===== src/hw/rtl/nsfc_pkg.sv =====
`timescale 1ns / 1ps

package nsfc_pkg;

  // character codes
  localparam logic [7:0] ChDollar = 8'h24;
  localparam logic [7:0] ChStar   = 8'h2A;
  localparam logic [7:0] ChCr     = 8'h0D;
  localparam logic [7:0] ChLf     = 8'h0A;
  localparam logic [7:0] NoData   = 8'hFF;

  // counter limits
  localparam logic [6:0] CountCap    = 7'd127;
  localparam logic [6:0] MinCheckLen = 7'd5;
  localparam logic [6:0] MinKindLen  = 7'd7;
  localparam logic [6:0] ResetMaxLen = 7'd90;

  // configuration register indexes
  localparam logic [1:0] RegCheckEnable = 2'd0;
  localparam logic [1:0] RegMaxLength   = 2'd1;

  // sentence kinds
  localparam logic [2:0] KindGga   = 3'd0;
  localparam logic [2:0] KindRmc   = 3'd1;
  localparam logic [2:0] KindGsv   = 3'd2;
  localparam logic [2:0] KindGll   = 3'd3;
  localparam logic [2:0] KindGsa   = 3'd4;
  localparam logic [2:0] KindVtg   = 3'd5;
  localparam logic [2:0] KindTxt   = 3'd6;
  localparam logic [2:0] KindOther = 3'd7;

  typedef struct packed {
    logic       check_enable;
    logic [6:0] max_length;
  } cfg_t;

  // result fields, listed from the highest bit down
  typedef struct packed {
    logic [7:0] computed_xor;
    logic [6:0] sentence_length;
    logic       check_passed;
    logic [2:0] sentence_kind;
  } result_t;

  // uppercase hex character for one nibble
  function automatic logic [7:0] hex_char(input logic [3:0] nib);
    logic [7:0] ch;
    if (nib < 4'd10) begin
      ch = 8'h30 + {4'd0, nib};
    end else begin
      ch = 8'h37 + {4'd0, nib};
    end
    return ch;
  endfunction

  // sentence type from the three type characters
  function automatic logic [2:0] classify(input logic [23:0] chars);
    logic [2:0] kind;
    case (chars)
      {"G", "G", "A"}: kind = KindGga;
      {"R", "M", "C"}: kind = KindRmc;
      {"G", "S", "V"}: kind = KindGsv;
      {"G", "L", "L"}: kind = KindGll;
      {"G", "S", "A"}: kind = KindGsa;
      {"V", "T", "G"}: kind = KindVtg;
      {"T", "X", "T"}: kind = KindTxt;
      default:         kind = KindOther;
    endcase
    return kind;
  endfunction

endpackage


===== src/hw/rtl/nsfc_framer.sv =====
`timescale 1ns / 1ps

module nsfc_framer (
  input  logic                 clk_i,
  input  logic                 rst_ni,
  input  nsfc_pkg::cfg_t       cfg_i,
  input  logic                 step_i,
  input  logic [7:0]           char_i,
  output logic                 res_valid_o,
  output nsfc_pkg::result_t    res_o
);

  logic       in_sentence_q, in_sentence_d;
  logic [6:0] count_q, count_d;
  logic [7:0] xor_q, xor_d;
  logic [7:0] recent_q [3];
  logic [7:0] recent_d [3];
  logic [7:0] kind_q [3];
  logic [7:0] kind_d [3];

  logic [6:0] len_next;
  logic [7:0] trail_xor;
  logic       trail_ok;

  // closing values; the result counts only when a line feed ends the sentence
  assign len_next  = count_q + 7'd1;
  assign trail_xor = xor_q ^ recent_q[0] ^ recent_q[1] ^ recent_q[2];
  assign trail_ok  = (recent_q[0] == nsfc_pkg::ChStar) &&
                     (recent_q[1] == nsfc_pkg::hex_char(trail_xor[7:4])) &&
                     (recent_q[2] == nsfc_pkg::hex_char(trail_xor[3:0]));

  always_comb begin
    in_sentence_d = in_sentence_q;
    count_d       = count_q;
    xor_d         = xor_q;
    recent_d      = recent_q;
    kind_d        = kind_q;
    res_valid_o   = 1'b0;

    res_o.sentence_length = len_next;
    if (len_next < nsfc_pkg::MinKindLen) begin
      res_o.sentence_kind = nsfc_pkg::KindOther;
    end else begin
      res_o.sentence_kind = nsfc_pkg::classify({kind_q[0], kind_q[1], kind_q[2]});
    end
    if (len_next < nsfc_pkg::MinCheckLen) begin
      res_o.computed_xor = 8'd0;
      res_o.check_passed = !cfg_i.check_enable;
    end else begin
      res_o.computed_xor = trail_xor;
      res_o.check_passed = trail_ok || !cfg_i.check_enable;
    end

    if (step_i && char_i != nsfc_pkg::NoData) begin
      if (char_i == nsfc_pkg::ChDollar) begin
        // start (or restart) a sentence
        in_sentence_d = 1'b1;
        count_d       = 7'd1;
        xor_d         = 8'd0;
        recent_d      = '{default: 8'd0};
        kind_d        = '{default: 8'd0};
      end else if (count_q > cfg_i.max_length || count_q == nsfc_pkg::CountCap) begin
        // too long: abort without a result
        in_sentence_d = 1'b0;
        count_d       = 7'd0;
        xor_d         = 8'd0;
        recent_d      = '{default: 8'd0};
        kind_d        = '{default: 8'd0};
      end else if (in_sentence_q && char_i != nsfc_pkg::ChCr) begin
        // hold the type characters at positions 3 to 5
        case (count_q)
          7'd3:    kind_d[0] = char_i;
          7'd4:    kind_d[1] = char_i;
          7'd5:    kind_d[2] = char_i;
          default: ;
        endcase
        count_d = len_next;
        if (char_i != nsfc_pkg::ChLf) begin
          xor_d       = xor_q ^ char_i;
          recent_d[0] = recent_q[1];
          recent_d[1] = recent_q[2];
          recent_d[2] = char_i;
        end else begin
          // line feed closes the sentence
          res_valid_o   = 1'b1;
          in_sentence_d = 1'b0;
          count_d       = 7'd0;
          xor_d         = 8'd0;
          recent_d      = '{default: 8'd0};
          kind_d        = '{default: 8'd0};
        end
      end
    end
  end

  // sentence state
  always_ff @(posedge clk_i or negedge rst_ni) begin
    if (!rst_ni) begin
      in_sentence_q <= 1'b0;
      count_q       <= 7'd0;
      xor_q         <= 8'd0;
      recent_q      <= '{default: 8'd0};
      kind_q        <= '{default: 8'd0};
    end else begin
      in_sentence_q <= in_sentence_d;
      count_q       <= count_d;
      xor_q         <= xor_d;
      recent_q      <= recent_d;
      kind_q        <= kind_d;
    end
  end

endmodule


===== config.mk =====
export PLATFORM = sky130hd
export DESIGN_NAME = nsfc_framer
export DESIGN_NICKNAME = d
export VERILOG_FILES = /design/src/hw/rtl/nsfc_pkg.sv /design/src/hw/rtl/nsfc_framer.sv
export SDC_FILE = /design/constraint.sdc
export NUM_CORES = 1
export LEC_CHECK = 0
export BUFFER_PORTS_ARGS = -buffer_cell sky130_fd_sc_hd__clkbuf_2
export CAP_MARGIN = 10
export CORE_MARGIN = 2
export CORE_UTILIZATION = 52
export DETAILED_ROUTE_END_ITERATION = 8
export GPL_TIMING_DRIVEN = 0
export PLACE_DENSITY = 0.77
export SYNTH_ARGS = -nofsm -noshare
export SYNTH_HDL_FRONTEND = slang
export SYNTH_SLANG_ARGS = --single-unit

===== constraint.sdc =====
create_clock -name clk_i -period 4.13 [get_ports clk_i]
set_input_delay 0.2065 -clock clk_i [delete_from_list [all_inputs] [get_ports clk_i]]
set_output_delay 0.2065 -clock clk_i [all_outputs]
set_load 0.01 [all_outputs]

-- Word-level counts from Yosys, hierarchy flattened
Index checks and enable logic that the tools add are counted.
- input bits: 19
- bits in registers: 64
- equality and inequality tests: 22
- reductions and logical operators: 13
- $lt $le $gt $ge: 5
- bitwise operators: 4
- $add $sub $neg: 5
- multiplexer cells: 34
- operators with widths (operator ; count):
    $mux 24 ; 8
    $eq 24x23->1 const B ; 7
    $mux 8 ; 8
    $mux 7 ; 6
    $xor 8x8->8 ; 4
    $add 6x4->7 const A ; 4
    $pmux 3 s7 ; 1
    $eq 8x6->1 const B ; 2
    $eq 8x8->1 ; 2
    $ne 8x4->1 const B ; 2
    $eq 7x3->1 const B ; 2
    $lt 7x3->1 const B ; 2
    $ne 4x3->1 const B ; 3
    $reduce_and 3->1 ; 4
    $mux 1 ; 10
    $lt 4x4->1 const B ; 2
    $ne 8x8->1 const B ; 1
    $add 7x1->7 const B ; 1
    $eq 7x2->1 const B ; 1
    $eq 7x7->1 const B ; 1
    $gt 7x7->1 ; 1
    $logic_and 1x1->1 ; 4
    $mux 3 ; 1
    $ne 3x3->1 const B ; 1
    other kinds (4) ; 5

-- Depth between registers and ports, before layout
- depth in word-level cells: 10
- depth in mapped cells: 11

-- Worst setup path after synthesis
No wires, ideal clock.
- path kind: reg-to-output
- from: register count_q[0]
- to: output res_o[3] (netlist name)
- data required time: 3923 ps
- path slack: 1768 ps
- stages on the path, launching flop included: 9
- path buffers: 2
- arrival: 2155 ps
- cells stage by stage: dfrtp_1 ha_1 clkbuf_1 xor2_1 o21ai_0 nor2b_1 clkbuf_1 nand4b_1 o41ai_2
- RTL lines (element ; line ; source):
    start: declaration ; nsfc_framer.sv:14 ; logic [6:0] count_q, count_d;
    start signal: assignment ; nsfc_framer.sv:106 ; count_q <= count_d;
    end: declaration ; nsfc_framer.sv:10 ; output nsfc_pkg::result_t res_o

-- Worst setup path in the final report
- from: register count_q[0]
- to: output res_valid_o
- word-level cells in the longest chain between the ends: 5
- elaborated cells on any way between the ends: 6
- ends and longest elaborated chain (element ; line ; source):
    $gt 7x7->1 or $eq 7x7->1 (tied branches) ; nsfc_framer.sv:62 ; end else if (count_q > cfg_i.max_length || count_q == nsfc_pkg::CountCap) begin
    $logic_or 1x1->1 (*) ; nsfc_framer.sv:62 ;
    $mux 1 (*) ; nsfc_framer.sv:62 ;
    $mux 1 (*) ; nsfc_framer.sv:55 ; if (char_i == nsfc_pkg::ChDollar) begin
    $mux 1 (*) ; nsfc_framer.sv:54 ; if (step_i && char_i != nsfc_pkg::NoData) begin
    end: declaration ; nsfc_framer.sv:9 ; output logic res_valid_o,
Mark *: on every way between the ends. The rest lies on a longest branch, timed or not.

==> impl_results.rst <==
.. list-table::
   :header-rows: 1

   * - Metric
     - Value
   * - Run status
     - finished with violations
   * - Failing checks
     - hold timing
   * - Worst hold slack
     - -0.0164 ns
   * - Worst Max-Slew Pin Slew
     - 0.871 ns
   * - Mapped cell area
     - approximately 0.0043 mm²
   * - Clock slew seen by the registers of the worst setup and hold paths
     - 0.07 ns
   * - Relative slew slack
     - a little over two fifths
   * - Number of I/O pins
     - 39
   * - Count of flip-flops with a built-in enable after synthesis
     - 0
   * - Max-cap viol count
     - 0
   * - CP Launch Type
     - register
   * - Leakage power figure
     - 2.18 nW
   * - Async SR Flop Fraction
     - 100%
   * - Most used cell along the critical path
     - clkbuf_1
   * - Worst vdd ir
     - 0.435 mV
   * - Count of non-filler cells in the finished layout
     - between 500 and 600
   * - Final Max Slew Viols
     - 0
   * - Post-CTS Setup Bufs
     - 0
   * - Clock Sinks
     - 64
   * - Overall routed net length
     - 10700 µm
   * - Max stage delay cell, worst path
     - nor3b_1
   * - Stage delay of the slowest cell on the critical path
     - approximately 0.51 ns
   * - Number of design-rule violations left by the first detailed-router iteration
     - between 200 and 250
   * - Filler cell count
     - a little over 700
   * - Critical path data required time
     - around 4 ns
   * - Number of cells traversed by the worst register-to-register path
     - 10
   * - Share of cells above drive strength 1
     - 22.6%
   * - Largest fanout on the critical path
     - 10
   * - Mean post-synth cell area
     - slightly above 10 µm²
   * - Kind of critical path
     - register to output port
   * - PostCTS Resize Cnt
     - 0
   * - Internal reg-to-reg setup slack
     - 1.16 ns
   * - Final period demand of the worst path
     - roughly 3.2 ns
   * - Proportion of synthesized chip area in sequential cells
     - around 38%
   * - Post-synth cell types
     - 60
   * - Count of port buffers added during placement
     - 34
   * - Pin count of the biggest net entering global routing
     - 65
   * - GRT Resource Usage Total
     - 25.1%
   * - First-pass iteration count of the detailed router
     - 7
   * - Multi-input combinational cell area
     - ~0.0025 mm²
   * - Post-layout instance area
     - about 0.0048 mm²
   * - CTS H-tree lvls
     - 3
   * - First-pass GRT wire length
     - 17200 µm
   * - Total negative slack
     - 0 ns
   * - Number of instances in the synthesized netlist
     - about 420
   * - Syn Nets
     - ~450
   * - Count of placed standard cells including taps
     - 562
   * - Count of antenna-violating nets left after detailed routing
     - 0
   * - Critical Path AT
     - about 3.0 ns
   * - Register area
     - approximately 0.0016 mm²
   * - Worst-case clock buffer depth
     - 2
   * - Die area
     - approximately 0.0089 mm²
   * - Clock buffers created by TritonCTS
     - 9
   * - Clk Latency, worst-skew pair
     - 0.35 ns
   * - Most area-consuming cells after synthesis
     - dfrtp_1, mux2_2, and3_1
   * - Worst Setup End Kind
     - output port
   * - Fin Clk Skew
     - a little under 0.008 ns
   * - P&R area growth vs syn
     - 12.9%
   * - Setup ws final
     - ~0.88 ns
   * - Capturing point of the worst reg2reg path
     - count_q[1]$_DFFE_PN0P_
   * - FP Rows
     - 33
   * - Share of the synthesized area in the top cell type
     - ~38%
   * - Final setup violation count
     - 0
   * - Die Height
     - roughly 95 µm
   * - Initial Util
     - between 50% and 60%
   * - Die extent in x
     - between 90 and 100 µm
   * - Aggregate global routing overflow
     - 0
   * - DRC violation count after routing
     - 0
   * - Routed vias/inst
     - roughly 6.2
   * - Post-detail-place hpwl
     - 7940 µm
   * - Achievable clock frequency
     - a little over 300 MHz
   * - Pwr Density
     - approximately 850 mW/mm²
   * - Kind of path behind the tightest hold check
     - primary input to async pin
   * - Cell type with the highest aggregate area in the netlist
     - dfrtp_1
   * - Number of antenna violations at the first check in global routing
     - 0
   * - Count leader, synth
     - dfrtp_1
   * - TritonCTS clock tree
     - built
   * - Placer's final routability congestion estimate
     - approximately 0.96
   * - Placement Cell Area
     - roughly 0.0046 mm²
   * - Most instantiated flip-flop cell in the synthesis netlist
     - dfrtp_1
   * - Leading post-synthesis cells by instance count
     - dfrtp_1, mux2_2, and3_1
   * - RSZ-0062 raised after global routing
     - no
   * - Flip-flop and latch count after synthesis
     - 64
   * - Detailed-route via count
     - between 3k and 4k
   * - Average wire per standard cell
     - 18.4 µm
   * - Final Hold Violating Endpoints
     - 8
   * - Place WS
     - 1.21 ns
   * - Worst path cell trace
     - ha_1 > clkbuf_1 > nand2_1 > nor2_1 > nand2_2 > and2_0 > clkbuf_1 > nor3b_1 > and4_1 > clkbuf_2
   * - Final net count
     - ~500
   * - Standard cell core area
     - 0.00809 mm²
   * - Count of synthesis-stage warnings from yosys
     - 0
   * - Worst reg2reg path startpoint
     - count_q[1]$_DFFE_PN0P_
   * - Final clock period utilization by the worst path
     - 78.6%
   * - Via count of the first global-routing pass
     - roughly 3.4k
   * - Number of antenna repair diodes
     - 0
   * - Clock root buffer master
     - clkbuf_8
   * - Hold-fix buffers at CTS
     - 0
## through the flow
stage          utilization (%)  total power, mW
2_1_floorplan                -             2.80
3_3_place_gp              56.4             3.30
3_5_place_dp              56.4             3.41
4_1_cts                   59.4             4.08
5_1_grt                   59.4             4.36
6_report                  59.4             4.08
## worst max-delay path by stage
| stage | cells after the start | endpoint | startpoint |
|---|---|---|---|
| 3_5_place_dp | 10 | count_q[1]$_DFFE_PN0P_ | count_q[1]$_DFFE_PN0P_ |
| 3_3_place_gp | 11 | count_q[1]$_DFFE_PN0P_ | count_q[0]$_DFFE_PN0P_ |
| 5_1_grt | 10 | res_valid_o | count_q[0]$_DFFE_PN0P_ |
| 4_1_cts | 10 | res_valid_o | count_q[0]$_DFFE_PN0P_ |
| 6_report | 10 | res_valid_o | count_q[0]$_DFFE_PN0P_ |
| 2_1_floorplan | 8 | res_o[3] | count_q[0]$_DFFE_PN0P_ |
## registers in the layout, indices dropped and copies added, names as in the netlist
| signal | flops |
|---|---|
| count_q | 7 |
| in_sentence_q | 1 |
| kind_q | 24 |
| recent_q | 24 |
| xor_q | 8 |
## report_power, final
part           internal (mW)  switching [mW]
clock                  0.418           0.248
sequential             0.873           0.293
combinational           1.07            1.17
## cell usage in the layout, fill, tap and decap left out, drive strengths merged, types with 4 or more instances in the layout
cell and n:
a21oi 11, a22o 7, a31o 4, a31oi 8
a32o 9, and3 29, buf 13, clkbuf 54
dfrtp 64, ha 11, inv 21, mux2 35
nand2 14, nand2b 12, nand3 13, nand3b 6
nand4 16, nand4b 5, nor2 13, nor2b 6
nor3 5, nor3b 9, nor4 5, nor4bb 5
o21ai 13, o21bai 4, o221ai 7, o31ai 4
xnor2 20, xor2 8
## layout make-up
class,count,area share [%]
multi-input cells,316,51.5
plain buffers,22,2.11
clock inverters,5,2.16
clock buffers,11,2.94
inverters,21,1.64
flip-flops and latches,64,33.3
well taps,105,2.73
repair buffers,34,3.59
## layer usage
layer | wire (µm) | up-vias | global-route usage (%)
li1 | - | 1687 | -
met1 | 4870 | 1773 | 33.8
met2 | 5180 | 106 | 41.5
met3 | 392 | 15 | 3.43
met4 | 218 | 0 | 9.18
met5 | 0 | - | 0
## cells by family after synthesis
| family | after synthesis | synth area share (%) |
|---|---|---|
| buffers and inverters | 43 | 4.23 |
| muxes | 38 | 9.96 |
| AOI/OAI and AO/OA | 83 | 15.2 |
| DFF | 64 | 37.6 |
| and+or+nand+nor | 153 | 22.2 |
| xor gates and xnor gates | 31 | 7.55 |
| adders and majority gates | 11 | 3.23 |
## worst max-delay path: cells and delay by family, from the launching register on
family / cells / cell delay [ns]
flops: 1 / 0.46
fa+ha+maj: 1 / 0.22
simple gates: 6 / 1.37
buf+inv: 3 / 0.64
Power figures use the tool's default switching activity.
